==> src/hw/rtl/protobuf_event_message_parser_core_assert.svh <==
// ----------------------------------------------------------------------------
// Assertion macros for the event message parser
// Clocked on clk_i, disabled while rst_ni is low.
// ----------------------------------------------------------------------------
`ifndef PROTOBUF_EVENT_MESSAGE_PARSER_CORE_ASSERT_SVH
`define PROTOBUF_EVENT_MESSAGE_PARSER_CORE_ASSERT_SVH

// Plain property check
`define PEMP_ASSERT(label, prop, msg) \
  label: assert property (@(posedge clk_i) disable iff (!rst_ni) (prop)) else $error(msg);

// Implication check
`define PEMP_ASSERT_IMP(label, ante, cons, msg) \
  `PEMP_ASSERT(label, (ante) |-> (cons), msg)

`endif

==> src/hw/rtl/pemp_pkg.sv <==
// ----------------------------------------------------------------------------
// pemp_pkg
// Types, codes and schema lookup of the event message parser.
// ----------------------------------------------------------------------------
`timescale 1ns / 1ps
`default_nettype none

package pemp_pkg;

  localparam int MaxNestDefault = 3;
  localparam int LenBitsDefault = 32;
  localparam int ResultLimit    = 4;
  localparam logic [28:0] FnMax = 29'h1fff_ffff;

  typedef enum logic [5:0] {
    PH_PREFIX = 6'b000001,
    PH_TAG    = 6'b000010,
    PH_VARINT = 6'b000100,
    PH_FIXED  = 6'b001000,
    PH_LEN    = 6'b010000,
    PH_STRING = 6'b100000
  } phase_e;

  typedef enum logic [2:0] {
    CL_UNKNOWN, CL_VARINT, CL_ZIGZAG, CL_FIXED, CL_STRING, CL_SUB
  } cls_e;

  typedef enum logic [1:0] {
    KIND_VALUE   = 2'd0,
    KIND_CONTENT = 2'd1,
    KIND_END     = 2'd2
  } kind_e;

  localparam logic [2:0] MT_TOP   = 3'd0;
  localparam logic [2:0] MT_QUERY = 3'd1;
  localparam logic [2:0] MT_EVENT = 3'd2;
  localparam logic [2:0] MT_STATE = 3'd3;
  localparam logic [2:0] MT_ATTR  = 3'd4;

  localparam logic [2:0] WIRE_VARINT = 3'd0;
  localparam logic [2:0] WIRE_DOUBLE = 3'd1;
  localparam logic [2:0] WIRE_BYTES  = 3'd2;
  localparam logic [2:0] WIRE_FLOAT  = 3'd5;

  typedef struct packed {
    cls_e       cls;
    logic [2:0] expect_wire;
    logic [3:0] nbytes;
    logic [2:0] child;
  } class_t;

  typedef struct packed {
    kind_e       kind;
    logic [2:0]  mtype;
    logic [28:0] fnum;
    logic [2:0]  wtype;
    logic [63:0] value;
    logic        mis;
    logic        unk;
    logic        ovr;
    logic        trn;
  } res_t;

  typedef struct packed {
    logic [63:0] acc;
    logic [3:0]  shift;
    logic        done;
    logic [63:0] val;
  } varint_t;

  function automatic class_t classify(logic [2:0] mtype, logic [28:0] fn);
    class_t c;
    c = '{cls: CL_UNKNOWN, expect_wire: WIRE_BYTES, nbytes: 4'd0, child: MT_TOP};
    unique case (mtype)
      MT_TOP: begin
        if (fn == 29'd2) begin
          c.cls = CL_FIXED; c.expect_wire = WIRE_VARINT; c.nbytes = 4'd1;
        end else if (fn == 29'd3) begin
          c.cls = CL_STRING;
        end else if (fn == 29'd4) begin
          c.cls = CL_SUB; c.child = MT_STATE;
        end else if (fn == 29'd5) begin
          c.cls = CL_SUB; c.child = MT_QUERY;
        end else if (fn == 29'd6) begin
          c.cls = CL_SUB; c.child = MT_EVENT;
        end
      end
      MT_QUERY: begin
        if (fn == 29'd1) c.cls = CL_STRING;
      end
      MT_EVENT: begin
        if (fn == 29'd1 || fn == 29'd10) begin
          c.cls = CL_VARINT; c.expect_wire = WIRE_VARINT;
        end else if (fn == 29'd2 || fn == 29'd3 || fn == 29'd4 || fn == 29'd5 ||
                     fn == 29'd7) begin
          c.cls = CL_STRING;
        end else if (fn == 29'd8 || fn == 29'd15) begin
          c.cls = CL_FIXED; c.expect_wire = WIRE_FLOAT; c.nbytes = 4'd4;
        end else if (fn == 29'd9) begin
          c.cls = CL_SUB; c.child = MT_ATTR;
        end else if (fn == 29'd13) begin
          c.cls = CL_ZIGZAG; c.expect_wire = WIRE_VARINT;
        end else if (fn == 29'd14) begin
          c.cls = CL_FIXED; c.expect_wire = WIRE_DOUBLE; c.nbytes = 4'd8;
        end
      end
      MT_STATE: begin
        if (fn == 29'd1) begin
          c.cls = CL_VARINT; c.expect_wire = WIRE_VARINT;
        end else if (fn == 29'd2 || fn == 29'd3 || fn == 29'd4 || fn == 29'd5 ||
                     fn == 29'd7) begin
          c.cls = CL_STRING;
        end else if (fn == 29'd6) begin
          c.cls = CL_FIXED; c.expect_wire = WIRE_VARINT; c.nbytes = 4'd1;
        end else if (fn == 29'd8) begin
          c.cls = CL_FIXED; c.expect_wire = WIRE_FLOAT; c.nbytes = 4'd4;
        end
      end
      MT_ATTR: begin
        if (fn == 29'd1 || fn == 29'd2) c.cls = CL_STRING;
      end
      default: c.cls = CL_UNKNOWN;
    endcase
    return c;
  endfunction

  function automatic varint_t varint_step(logic [63:0] acc, logic [3:0] shift,
                                          logic [7:0] b);
    varint_t v;
    logic [6:0] amt;
    amt = 7'(shift) * 7'd7;
    v.acc = acc;
    if (shift < 4'd10) v.acc = acc | ({57'd0, b[6:0]} << amt);
    v.shift = shift + 4'd1;
    v.done  = 1'b0;
    v.val   = '0;
    if (!b[7]) begin
      v.done = 1'b1;
      v.val  = v.acc;
    end else if (v.shift >= 4'd10) begin
      v.done = 1'b1;
    end
    return v;
  endfunction

  function automatic res_t mk_res(kind_e kind, logic [2:0] mtype, logic [28:0] fnum,
                                  logic [2:0] wtype, logic [63:0] value, logic mis,
                                  logic unk, logic ovr, logic trn);
    res_t r;
    r = '{kind: kind, mtype: mtype, fnum: fnum, wtype: wtype, value: value,
          mis: mis, unk: unk, ovr: ovr, trn: trn};
    return r;
  endfunction

endpackage

`default_nettype wire

==> src/hw/rtl/protobuf_event_message_parser_core.sv <==
// ----------------------------------------------------------------------------
// protobuf_event_message_parser_core
// Byte-serial parser for protobuf-encoded monitoring messages.
// ----------------------------------------------------------------------------
// Input channel: one message byte per request (data_byte_i, end_of_message_i)
// on in_valid_i / in_ready_o. Output channel: one record per request on
// out_valid_o / out_ready_i; last_result_o marks the final record of a byte.
// cfg_we_i writes prefix_bytes from cfg_wdata_i; write only while idle.
// Each accepted byte is parsed in the cycle it is taken; its zero to four
// records are registered into a two-slot record-group queue and shown on
// the output one record per cycle while out_ready_i is high. A byte is
// taken every cycle while a queue slot is free, so with a ready receiver
// bytes flow at one per cycle as long as each gives at most one record.
// Bytes that give no record pass without touching the queue.
// Reset clears the parser to the start of a message, prefix_bytes to zero
// and empties the queue. A stalled receiver holds the head record; input
// stays open until both queue slots are full.
// ----------------------------------------------------------------------------
`timescale 1ns / 1ps
`default_nettype none

module protobuf_event_message_parser_core #(
  parameter int MaxNest = pemp_pkg::MaxNestDefault,
  parameter int LenBits = pemp_pkg::LenBitsDefault
) (
  input  wire logic        clk_i,
  input  wire logic        rst_ni,
  input  wire logic        cfg_we_i,
  input  wire logic [2:0]  cfg_wdata_i,
  input  wire logic        in_valid_i,
  output logic             in_ready_o,
  input  wire logic [7:0]  data_byte_i,
  input  wire logic        end_of_message_i,
  output logic             out_valid_o,
  input  wire logic        out_ready_i,
  output logic [1:0]       record_kind_o,
  output logic [2:0]       message_type_o,
  output logic [28:0]      field_id_o,
  output logic [2:0]       wire_type_o,
  output logic [63:0]      value_o,
  output logic             wire_mismatch_o,
  output logic             unknown_field_o,
  output logic             size_overrun_o,
  output logic             truncated_o,
  output logic             last_result_o
);

  import pemp_pkg::*;

  localparam int DW = $clog2(MaxNest);
  localparam int RW = LenBits + 1;
  localparam logic [RW-1:0] RemMin = {1'b1, {LenBits{1'b0}}};

  typedef struct packed {
    res_t [ResultLimit-1:0] rec;
    logic [2:0]             n;
  } group_t;

  logic [2:0]         prefix_q;
  phase_e             phase_q, phase_d, phase_w;
  logic [63:0]        acc_q, acc_d;
  logic [3:0]         shift_q, shift_d;
  logic [28:0]        field_q, field_d;
  logic [2:0]         wire_q, wire_d;
  logic [DW-1:0]      depth_q, depth_d;
  logic [2:0]         ltyp_q [MaxNest];
  logic [2:0]         ltyp_d [MaxNest];
  logic [RW-1:0]      lrem_q [MaxNest];
  logic [RW-1:0]      lrem_d [MaxNest];
  logic [LenBits-1:0] left_q, left_d;
  logic [2:0]         pcount_q, pcount_d;

  logic [2:0]  eff;
  logic [2:0]  mtype;
  class_t      cls_old, cls_new;
  varint_t     vs;
  logic [63:0] val, lval;
  logic        emit_v, do_close, clean;
  res_t        rec_v;
  group_t      grp_d;

  group_t      grp_q [2];
  logic        wr_q, rd_q;
  logic [1:0]  cnt_q;
  logic [1:0]  idx_q;
  res_t        head;
  logic        in_fire, out_fire, push, pop;

  assign eff     = (prefix_q > 3'd4) ? 3'd4 : prefix_q;
  assign in_fire = in_valid_i && in_ready_o;

  always_comb begin
    phase_d  = phase_q;
    acc_d    = acc_q;
    shift_d  = shift_q;
    field_d  = field_q;
    wire_d   = wire_q;
    depth_d  = depth_q;
    ltyp_d   = ltyp_q;
    lrem_d   = lrem_q;
    left_d   = left_q;
    pcount_d = pcount_q;
    grp_d    = '0;
    emit_v   = 1'b0;
    do_close = 1'b0;
    rec_v    = '0;
    clean    = 1'b0;
    phase_w  = (phase_q == PH_PREFIX) ? PH_TAG : phase_q;
    mtype    = ltyp_q[depth_q];
    cls_old  = classify(mtype, field_q);
    cls_new  = cls_old;
    vs       = varint_step(acc_q, shift_q, data_byte_i);
    val      = vs.val;
    lval     = (|(vs.val >> LenBits)) ? 64'((65'd1 << LenBits) - 65'd1) : vs.val;

    if (phase_q == PH_PREFIX && pcount_q < eff) begin
      pcount_d = pcount_q + 3'd1;
    end else begin
      phase_d = phase_w;
      for (int i = 1; i < MaxNest; i++) begin
        if (i <= int'(depth_q) && lrem_q[i] != RemMin) lrem_d[i] = lrem_q[i] - RW'(1);
      end
      unique case (phase_w)
        PH_TAG: begin
          acc_d   = vs.acc;
          shift_d = vs.shift;
          if (vs.done) begin
            field_d = (|vs.val[63:32]) ? FnMax : vs.val[31:3];
            wire_d  = vs.val[2:0];
            acc_d   = '0;
            shift_d = '0;
            cls_new = classify(mtype, field_d);
            case (cls_new.cls)
              CL_UNKNOWN: begin
                emit_v   = 1'b1;
                rec_v    = mk_res(KIND_VALUE, mtype, field_d, wire_d, 64'd0,
                                  1'b0, 1'b1, 1'b0, 1'b0);
                do_close = 1'b1;
              end
              CL_VARINT, CL_ZIGZAG: phase_d = PH_VARINT;
              CL_FIXED: begin
                left_d  = LenBits'(cls_new.nbytes);
                phase_d = PH_FIXED;
              end
              default: phase_d = PH_LEN;
            endcase
          end
        end
        PH_VARINT: begin
          acc_d   = vs.acc;
          shift_d = vs.shift;
          if (vs.done) begin
            if (cls_old.cls == CL_ZIGZAG) val = (vs.val >> 1) ^ (64'd0 - {63'd0, vs.val[0]});
            emit_v   = 1'b1;
            rec_v    = mk_res(KIND_VALUE, mtype, field_q, wire_q, val,
                              wire_q != cls_old.expect_wire, 1'b0, 1'b0, 1'b0);
            acc_d    = '0;
            shift_d  = '0;
            phase_d  = PH_TAG;
            do_close = 1'b1;
          end
        end
        PH_FIXED: begin
          acc_d   = acc_q | ({56'd0, data_byte_i} << {shift_q[2:0], 3'b000});
          shift_d = shift_q + 4'd1;
          if (left_q != '0) left_d = left_q - LenBits'(1);
          if (left_d == '0) begin
            emit_v   = 1'b1;
            rec_v    = mk_res(KIND_VALUE, mtype, field_q, wire_q, acc_d,
                              wire_q != cls_old.expect_wire, 1'b0, 1'b0, 1'b0);
            acc_d    = '0;
            shift_d  = '0;
            phase_d  = PH_TAG;
            do_close = 1'b1;
          end
        end
        PH_LEN: begin
          acc_d   = vs.acc;
          shift_d = vs.shift;
          if (vs.done) begin
            emit_v  = 1'b1;
            rec_v   = mk_res(KIND_VALUE, mtype, field_q, wire_q, lval,
                             wire_q != cls_old.expect_wire, 1'b0, 1'b0, 1'b0);
            acc_d   = '0;
            shift_d = '0;
            phase_d = PH_TAG;
            if (cls_old.cls == CL_SUB && int'(depth_q) + 1 < MaxNest) begin
              depth_d         = depth_q + DW'(1);
              ltyp_d[depth_d] = cls_old.child;
              lrem_d[depth_d] = {1'b0, lval[LenBits-1:0]};
              do_close        = 1'b1;
            end else if (lval == 64'd0) begin
              do_close = 1'b1;
            end else begin
              left_d  = lval[LenBits-1:0];
              phase_d = PH_STRING;
            end
          end
        end
        PH_STRING: begin
          emit_v = 1'b1;
          rec_v  = mk_res(KIND_CONTENT, mtype, field_q, wire_q, {56'd0, data_byte_i},
                          1'b0, 1'b0, 1'b0, 1'b0);
          if (left_q != '0) left_d = left_q - LenBits'(1);
          if (left_d == '0) begin
            phase_d  = PH_TAG;
            do_close = 1'b1;
          end
        end
        default: phase_d = PH_TAG;
      endcase
    end

    if (emit_v) begin
      grp_d.rec[0] = rec_v;
      grp_d.n      = 3'd1;
    end
    if (do_close) begin
      for (int k = 0; k < MaxNest - 1; k++) begin
        if (depth_d != '0 &&
            (lrem_d[depth_d][LenBits] || lrem_d[depth_d] == '0)) begin
          if (grp_d.n < 3'(ResultLimit)) begin
            grp_d.rec[grp_d.n[1:0]] = mk_res(KIND_END, ltyp_d[depth_d], 29'd0, 3'd0,
                                             64'd0, 1'b0, 1'b0,
                                             lrem_d[depth_d][LenBits], 1'b0);
            grp_d.n = grp_d.n + 3'd1;
          end
          depth_d = depth_d - DW'(1);
        end
      end
    end

    if (end_of_message_i) begin
      clean = (phase_d == PH_PREFIX && pcount_d >= eff) ||
              (phase_d == PH_TAG && shift_d == '0 && depth_d == '0);
      if (grp_d.n < 3'(ResultLimit)) begin
        grp_d.rec[grp_d.n[1:0]] = mk_res(KIND_END, MT_TOP, 29'd0, 3'd0, 64'd0,
                                         1'b0, 1'b0, 1'b0, !clean);
        grp_d.n = grp_d.n + 3'd1;
      end
      phase_d  = PH_PREFIX;
      acc_d    = '0;
      shift_d  = '0;
      field_d  = '0;
      wire_d   = '0;
      depth_d  = '0;
      left_d   = '0;
      pcount_d = '0;
      for (int i = 0; i < MaxNest; i++) begin
        ltyp_d[i] = MT_TOP;
        lrem_d[i] = '0;
      end
    end
  end

  always_ff @(posedge clk_i or negedge rst_ni) begin
    if (!rst_ni) begin
      prefix_q <= '0;
      phase_q  <= PH_PREFIX;
      acc_q    <= '0;
      shift_q  <= '0;
      field_q  <= '0;
      wire_q   <= '0;
      depth_q  <= '0;
      left_q   <= '0;
      pcount_q <= '0;
      for (int i = 0; i < MaxNest; i++) begin
        ltyp_q[i] <= MT_TOP;
        lrem_q[i] <= '0;
      end
    end else begin
      if (cfg_we_i) prefix_q <= cfg_wdata_i;
      if (in_fire) begin
        phase_q  <= phase_d;
        acc_q    <= acc_d;
        shift_q  <= shift_d;
        field_q  <= field_d;
        wire_q   <= wire_d;
        depth_q  <= depth_d;
        ltyp_q   <= ltyp_d;
        lrem_q   <= lrem_d;
        left_q   <= left_d;
        pcount_q <= pcount_d;
      end
    end
  end

  assign in_ready_o  = (cnt_q != 2'd2);
  assign out_valid_o = (cnt_q != 2'd0);
  assign out_fire    = out_valid_o && out_ready_i;
  assign push        = in_fire && (grp_d.n != 3'd0);
  assign pop         = out_fire && ({1'b0, idx_q} == grp_q[rd_q].n - 3'd1);
  assign head        = grp_q[rd_q].rec[idx_q];

  always_ff @(posedge clk_i) begin
    if (push) grp_q[wr_q] <= grp_d;
  end

  always_ff @(posedge clk_i or negedge rst_ni) begin
    if (!rst_ni) begin
      wr_q  <= 1'b0;
      rd_q  <= 1'b0;
      cnt_q <= '0;
      idx_q <= '0;
    end else begin
      if (push) wr_q <= !wr_q;
      if (out_fire) idx_q <= pop ? 2'd0 : idx_q + 2'd1;
      if (pop) rd_q <= !rd_q;
      cnt_q <= cnt_q + {1'b0, push} - {1'b0, pop};
    end
  end

  assign record_kind_o   = head.kind;
  assign message_type_o  = head.mtype;
  assign field_id_o      = head.fnum;
  assign wire_type_o     = head.wtype;
  assign value_o         = head.value;
  assign wire_mismatch_o = head.mis;
  assign unknown_field_o = head.unk;
  assign size_overrun_o  = head.ovr;
  assign truncated_o     = head.trn;
  assign last_result_o   = ({1'b0, idx_q} == grp_q[rd_q].n - 3'd1);

`include "protobuf_event_message_parser_core_assert.svh"

  `PEMP_ASSERT(a_cnt_range, cnt_q != 2'd3, "record queue count out of range")
  `PEMP_ASSERT_IMP(a_head_nonempty, out_valid_o, {1'b0, idx_q} < grp_q[rd_q].n, "head past group")
  `PEMP_ASSERT_IMP(a_no_overfill, cnt_q == 2'd2, !in_ready_o, "input open with full queue")

endmodule

`default_nettype wire
==> config.mk <==
export PLATFORM = sky130hd
export DESIGN_NAME = protobuf_event_message_parser_core
export DESIGN_NICKNAME = d
export VERILOG_FILES = /design/src/hw/rtl/pemp_pkg.sv /design/src/hw/rtl/protobuf_event_message_parser_core.sv
export VERILOG_INCLUDE_DIRS = /design/src /design/src/hw/rtl
export SDC_FILE = /design/constraint.sdc
export NUM_CORES = 2
export LEC_CHECK = 0
export ABC_CLOCK_PERIOD_IN_PS = 27800
export BUFFER_PORTS_ARGS = -buffer_cell sky130_fd_sc_hd__buf_2
export CAP_MARGIN = 20
export CORE_ASPECT_RATIO = 1.5
export CORE_MARGIN = 2
export CORE_UTILIZATION = 50
export CTS_BUF_LIST = sky130_fd_sc_hd__clkbuf_16
export DETAILED_ROUTE_END_ITERATION = 16
export PLACE_DENSITY = 0.67
export SKIP_LAST_GASP = 1
export SLEW_MARGIN = 0
export SYNTH_ARGS = -nofsm -noshare
export SYNTH_HDL_FRONTEND = slang
export SYNTH_SLANG_ARGS = --single-unit
==> constraint.sdc <==
create_clock -name clk_i -period 27.8 [get_ports clk_i]
set_clock_uncertainty 0.1 [all_clocks]
set_input_delay 0 -clock clk_i [delete_from_list [all_inputs] [get_ports clk_i]]
set_output_delay 0 -clock clk_i [all_outputs]
set_load 0.02 [all_outputs]
# [Word level (Yosys, flattened, before mapping)]
# Memories as Yosys holds them, arrays and structs flattened.
# Index checks and enable logic that the tools add are counted.
[op_classes] n_shift=2 n_mul=1 bitwise=7 n_reduce_logical=62 mux=232 div=0 n_eq_ne=54 n_lt_le_gt_ge=23 n_addsub=17
[ops] cell="two-way mux 423 bit" count=8
[ops] cell="bitwise mux 420 bit" count=3
[ops] cell="demux 105 bit (select 2 bit)" count=3
[ops] cell="one-hot mux 104 bit (5 select lines)" count=1
[ops] cell="two-way mux 103 bit" count=5
[ops] cell="two-way mux 64 bit" count=8
[ops] cell="two-way mux 99 bit" count=5
[ops] cell="two-way mux 105 bit" count=4
[ops] cell="two-way mux 32 bit" count=12
[ops] cell="== test 29 x 4 -> 1 bit, second input constant" count=12
[ops] cell="two-way mux 33 bit" count=9
[ops] cell="== test 29 x 3 -> 1 bit, second input constant" count=8
[ops] cell="binary-select mux 105 bit (select 2 bit)" count=1
[ops] cell="two-way mux 10 bit" count=21
[ops] cell="two-way mux 6 bit" count=30
[ops] cell="two-way mux 29 bit" count=5
[ops] cell="binary-select mux 33 bit (select 2 bit)" count=2
[ops] cell="OR 64 bit" count=2
[ops] cell="one-hot mux 32 bit (4 select lines)" count=1
[ops] cell="one-hot mux 64 bit (2 select lines)" count=1
[ops] cell="two-way mux 3 bit" count=41
[ops] cell="== test 29 x 2 -> 1 bit, second input constant" count=4
[ops] cell="two-way mux 108 bit" count=1
[ops] cell="two-way mux 104 bit" count=1
[ops] cell="other kinds (83)" count=210
[totals] out_inout_bits=108 latch_bits=0 rom_bits=0 n_memories=1 input_bits=17 wordCells=418 mem_bits_rw=846 ff_bits=260
[memory_table] name="grp_q" depth=2 width=423 rd=1 rd_ports_with_merged_regs=0 write_ports=1 line_no="protobuf_event_message_parser_core.sv:82" text="group_t grp_q [2];"

# [Depth between registers and ports, before layout]
[depth] word_depth=68 mapped_depth=32 depth_no_buf=29

# [Least setup slack after synthesis]
# OpenSTA, ideal clock, no wires.
[synth_path] kind="register -> register" start="register shift_q[1]" end="memory grp_q[0][0] (netlist name) (enable)" required_time_ns=27.089 setup_time_ns=0.611 slack_ns=16.092 t_arrival_ns=10.997 stages_incl_launch_ff=27 synth_period_minus_slack_ns=11.708 cell_sequence="dfrtp_1 > buf_2 > clkbuf_1 > inv_1 > ha_1 > nor3b_1 > o21ai_1 > nand2_1 > a2111oi_4 > xnor2_2 > clkinv_4 > ha_1 > nor4_1 > nand4_1 > o32ai_1 > o2111ai_1 > a221oi_2 > a31o_2 > ha_1 > buf_1 > or3_1 > buf_4 > a41oi_4 > ha_1 > or4_1 > o211ai_2 > nor2_1"
[synth_between] elab_chain_len=56
[synth_rtl] item="start, declared" line_no="protobuf_event_message_parser_core.sv:62" text="logic [3:0] shift_q, shift_d;"
[synth_rtl] item="start signal, assigned" line_no="protobuf_event_message_parser_core.sv:276" text="shift_q <= shift_d;"
[synth_rtl] item="multiplier 4 x 3 -> 7 bit" line_no="pemp_pkg.sv:131" text="amt = 7'(shift) * 7'd7;"
[synth_rtl] item="left shift 7 x 7 -> 64 bit" line_no="pemp_pkg.sv:133" text="if (shift < 4'd10) v.acc = acc | ({57'd0, b[6:0]} << amt);"
[synth_rtl] item="OR 64 bit" line_no="pemp_pkg.sv:133"
[synth_rtl] item="two-way mux 64 bit" line_no="pemp_pkg.sv:133"
[synth_rtl] item="two-way mux 64 bit" line_no="pemp_pkg.sv:137" text="if (!b[7]) begin"
[synth_rtl] item="OR reduction 32 bit" line_no="protobuf_event_message_parser_core.sv:114, protobuf_event_message_parser_core.sv:128"
[synth_rtl] item="two-way mux 29 bit" line_no="protobuf_event_message_parser_core.sv:128" text="field_d = (|vs.val[63:32]) ? FnMax : vs.val[31:3];"
[synth_rtl] item="== test 29 x 4 -> 1 bit" line_no="pemp_pkg.sv:103" text="end else if (fn == 29'd14) begin"
[synth_rtl] item="[40 not listed]"
[synth_rtl] item="two-way mux 423 bit (*)" line_no="protobuf_event_message_parser_core.sv:218" text="if (do_close) begin"
[synth_rtl] item="adder 3 x 1 -> 3 bit / less-than comparator 3 bit (equally long branches)" line_no="protobuf_event_message_parser_core.sv:239, protobuf_event_message_parser_core.sv:236"
[synth_rtl] item="two-way mux 423 bit" line_no="protobuf_event_message_parser_core.sv:236" text="if (grp_d.n < 3'(ResultLimit)) begin"
[synth_rtl] item="two-way mux 423 bit (*)" line_no="protobuf_event_message_parser_core.sv:233" text="if (end_of_message_i) begin"
[synth_rtl] item="nonzero test 3 bit (*)" line_no="protobuf_event_message_parser_core.sv:291" text="assign push = in_fire && (grp_d.n != 3'd0);"
[synth_rtl] item="logical AND 1 bit (*)" line_no="protobuf_event_message_parser_core.sv:291"
[synth_rtl] item="two-way mux 1 bit (*)" line_no="protobuf_event_message_parser_core.sv:296" text="if (push) grp_q[wr_q] <= grp_d;"
[synth_rtl] item="two-way mux 1 bit (not written as such) (*)" line_no="protobuf_event_message_parser_core.sv:296"
[synth_rtl] item="end, declared" line_no="protobuf_event_message_parser_core.sv:82"
# Mark *: on every way between the ends. The rest lies on a longest branch, timed or not. The select of a mux whose other input is x is not followed.

==> reports/qor.txt <==
GRT overflow: 0
syn_nets: 3,394
Worst-Skew Late Latency: 0.63 ns
sequential share of power: 26.4%
crit share post-route: 35.70%
Clock power frac: 18.9%
Longest Clk Path Bufs: 3
Max-Cap Viols: 0
Syn Area/Cell: 9.283 um2
Synth-to-Final Area Change: 10.83%
share of the synthesized area in the top cell type: 24.13%
Die W: 207.7 um
Yosys top cell by area: edfxtp_1
commonest cells after routing, fill and taps aside: nor2_1 (328), a21oi_1 (294), nand2_1 (288)
Layout Cells excl Fill: 4,211
Net Sw Frac: 49.98%
switching pwr: 1.980 mW
count of input and output buffers: 124
Resize count post-CTS: 0
DRC viols: 0
fill count: 5,490
Worst-path clk slew: 0.06 ns
vias: 28,914
WL/cell: 26.95 um
Hold Path Class: input pin to register
site row count: 112
clock period minus final worst setup slack: 9.926 ns
status: finished, final reports clean
Worst EP arrival: 10.19 ns
Post-synth ARST share: 50.98%
core area: 61,940 um2
Root Driver: clkbuf_16
leakage dissipation: 13.76 nW
Max rail drop VDD: 0.09888 mV
antenna violations before repair: 5
crit path kind: register to register
Post-synth EDFFs: 250
Detailed Route WL: 113,500 um
Fin Setup TNS: 0 ns
Final Hold Viols: 0
P_int: 1.981 mW
PwrDens: 114.9 nW/um2
CTS H-tree depth: 2
YS warnings: 0
Total GRT Usage: 34.65%
actual slew at the worst max-slew pin: 1.334 ns
Yosys cell types: 110
HPWL Detailed: 77,200 um
TritonCTS clock tree: built
post-synthesis sequential area ratio: 45.05%
Inst Count DP: 4,094
gpl congestion: 1.004
# nets final: 3,411
number of global-route vias before repair: 27,786
clock sink count: 510
max-slew violation count: 0
starting density of the core: 50.22%
highest clock rate: 0.1007 GHz
Mapped Area: 31,110 um2
vias per cell: 6.866
Main synth FF type: dfrtp_1
Die Y: 309.5 um
Gate power share: 54.7%
maximum number of pins on one net before global-route repair: 87
drt pass-1 iters: 7
CP startpoint kind: register
DIE AREA: 64,270 um2
post-CTS setup buffer count: 0
Gate Count Post-Synth: 3,351
unrepaired setup endpoints after global routing: false
Setup violations, final: 0
CP required: 28.07 ns
CTS Buf Count: 51
nature of the critical path endpoint: register
FF+latch count, synth: 510
Area contributors post-synth: edfxtp_1 (24%), dfrtp_1 (21%), a21oi_1 (4.8%), nor2_1 (4.0%), mux2i_1 (3.8%)
relative slew slack: 11.07%
crit-path max FO: 44
global-route wire length before repair: 171,800 um
Top Ports: 125
Detail Route Antenna Nets: 0
fin util: 55.66%
share of layout cells above drive strength 1: 12.34%
most common cell after layout, fill and taps aside: nor2_1
initial drt markers: 3,383
hold_buf cts: 15
[metrics by stage]
stage	power, mW	instance area [um2]	setup slack [ns]	hold slack, ns
after floorplan	2.382	31110	16.09	-0.3956
after global placement	3.114	32450	18.01	-0.07364
after detailed placement	3.135	32460	17.76	-0.06091
after CTS	3.892	34420	17.74	0.002683
after global routing	4.116	34470	17.33	0.04419
final	3.961	34480	17.87	0.07058
[per-layer routing]
| metal | vias to the layer above | global-route usage [%] | routed length [um] |
|---|---|---|---|
| met5 | - | 0 | 20 |
| met4 | 2 | 24.99 | 9591 |
| met3 | 512 | 6.904 | 10460 |
| met2 | 1804 | 56.27 | 52720 |
| met1 | 13922 | 41.29 | 40710 |
| li1 | 12674 | - | - |
[power by group through the flow]
stage | Combinational [mW] | Clock, mW | Sequential (mW)
final | 2.17 | 0.748 | 1.04
after detailed placement | 2.08 | 0 | 1.06
after CTS | 2.09 | 0.757 | 1.04
after global routing | 2.27 | 0.788 | 1.06
after global placement | 2.07 | 0 | 1.05
after floorplan | 1.39 | 0 | 0.995
[worst max-delay path, stage by stage, from the launching register on]
cell and delay (ns):
dfrtp_1 0.83, mux2i_1 0.36, a2bb2oi_2 0.50, mux2_2 0.41, o311ai_1 0.70, a2111oi_4 0.27
nor2_1 0.15, a21o_1 0.37, clkinv_1 0.35, ha_1 0.35, nor4_1 0.21, nand4_1 0.13
o32ai_1 0.18, o2111ai_1 0.17, a221oi_2 0.34, a31o_2 0.33, ha_1 0.38, or3_1 0.57
a41oi_4 0.34, ha_1 0.35, inv_1 0.13, o21ai_4 0.77, buf_4 0.61, nor2b_2 0.33
a22o_1 0.33
[synth_stat cells, types with 33 or more instances]
| master | n |
|---|---|
| a21oi_1 | 298 |
| a22o_1 | 119 |
| a22oi_1 | 38 |
| a31oi_1 | 57 |
| and2_1 | 53 |
| buf_1 | 33 |
| clkbuf_1 | 205 |
| dfrtp_1 | 259 |
| edfxtp_1 | 250 |
| inv_1 | 51 |
| mux2i_1 | 119 |
| nand2_1 | 290 |
| nand3_1 | 41 |
| nand4_1 | 43 |
| nor2_1 | 334 |
| nor3_1 | 98 |
| nor4_1 | 51 |
| o211ai_1 | 43 |
| o21ai_0 | 209 |
| o22ai_1 | 74 |
| or3_1 | 79 |
| xnor2_1 | 80 |
[kinds of logic after synthesis]
family	after synthesis	share of synthesized area [%]
simple gates	1162	18.51
mux	150	5.394
flops	510	45.05
fa+ha+maj	26	1.046
compound gates	1081	23.07
xor+xnor	95	2.699
buf+inv	327	4.227
[state kept, by name (all words and copies together), names as in the netlist]
| signal | flops |
|---|---|
| grp_q | 250 |
| lrem_q | 99 |
| acc_q | 64 |
| left_q | 32 |
| field_q | 29 |
| ltyp_q | 9 |
| phase_q | 6 |
| shift_q | 4 |
| pcount_q | 3 |
| prefix_q | 3 |
| wire_q | 3 |
| cnt_q | 2 |
| depth_q | 2 |
| idx_q | 2 |
| rd_q | 1 |
| wr_q | 1 |
[worst paths after layout]
| check | startpoint | end | slack (ns) | cells past startpoint |
|---|---|---|---|---|
| min in group asynchronous | rst_ni | left_q[29]$_DFFE_PN0P_ | 0.48 | 4 |
| max | depth_q[1]$_DFFE_PN0P_ | grp_q[1][91]$_DFFE_PP_ | 17.87 | 24 |
| min | data_byte_i[7] | acc_q[47]$_DFFE_PN0P_ | 0.07 | 4 |
| max reg2reg | depth_q[1]$_DFFE_PN0P_ | grp_q[1][91]$_DFFE_PP_ | 17.87 | 24 |
| max in group asynchronous | rst_ni | left_q[0]$_DFFE_PN0P_ | 25.48 | 5 |
| min reg2reg | lrem_q[92]$_DFFE_PN0P_ | lrem_q[92]$_DFFE_PN0P_ | 0.39 | 1 |
[area by class of cell]
class	count	area, um2	share of cell area [%]
inverter	56	215.2	0.6242
clock buffer	52	1301	3.774
timing repair buffer	235	1538	4.460
clock inverter	44	493.0	1.430
antenna	2	5.005	0.01452
tap	798	998.5	2.896
sequential	510	14020	40.66
multi-input combinational	2514	15910	46.14
No activity file was read; power rests on OpenSTA's default activity.
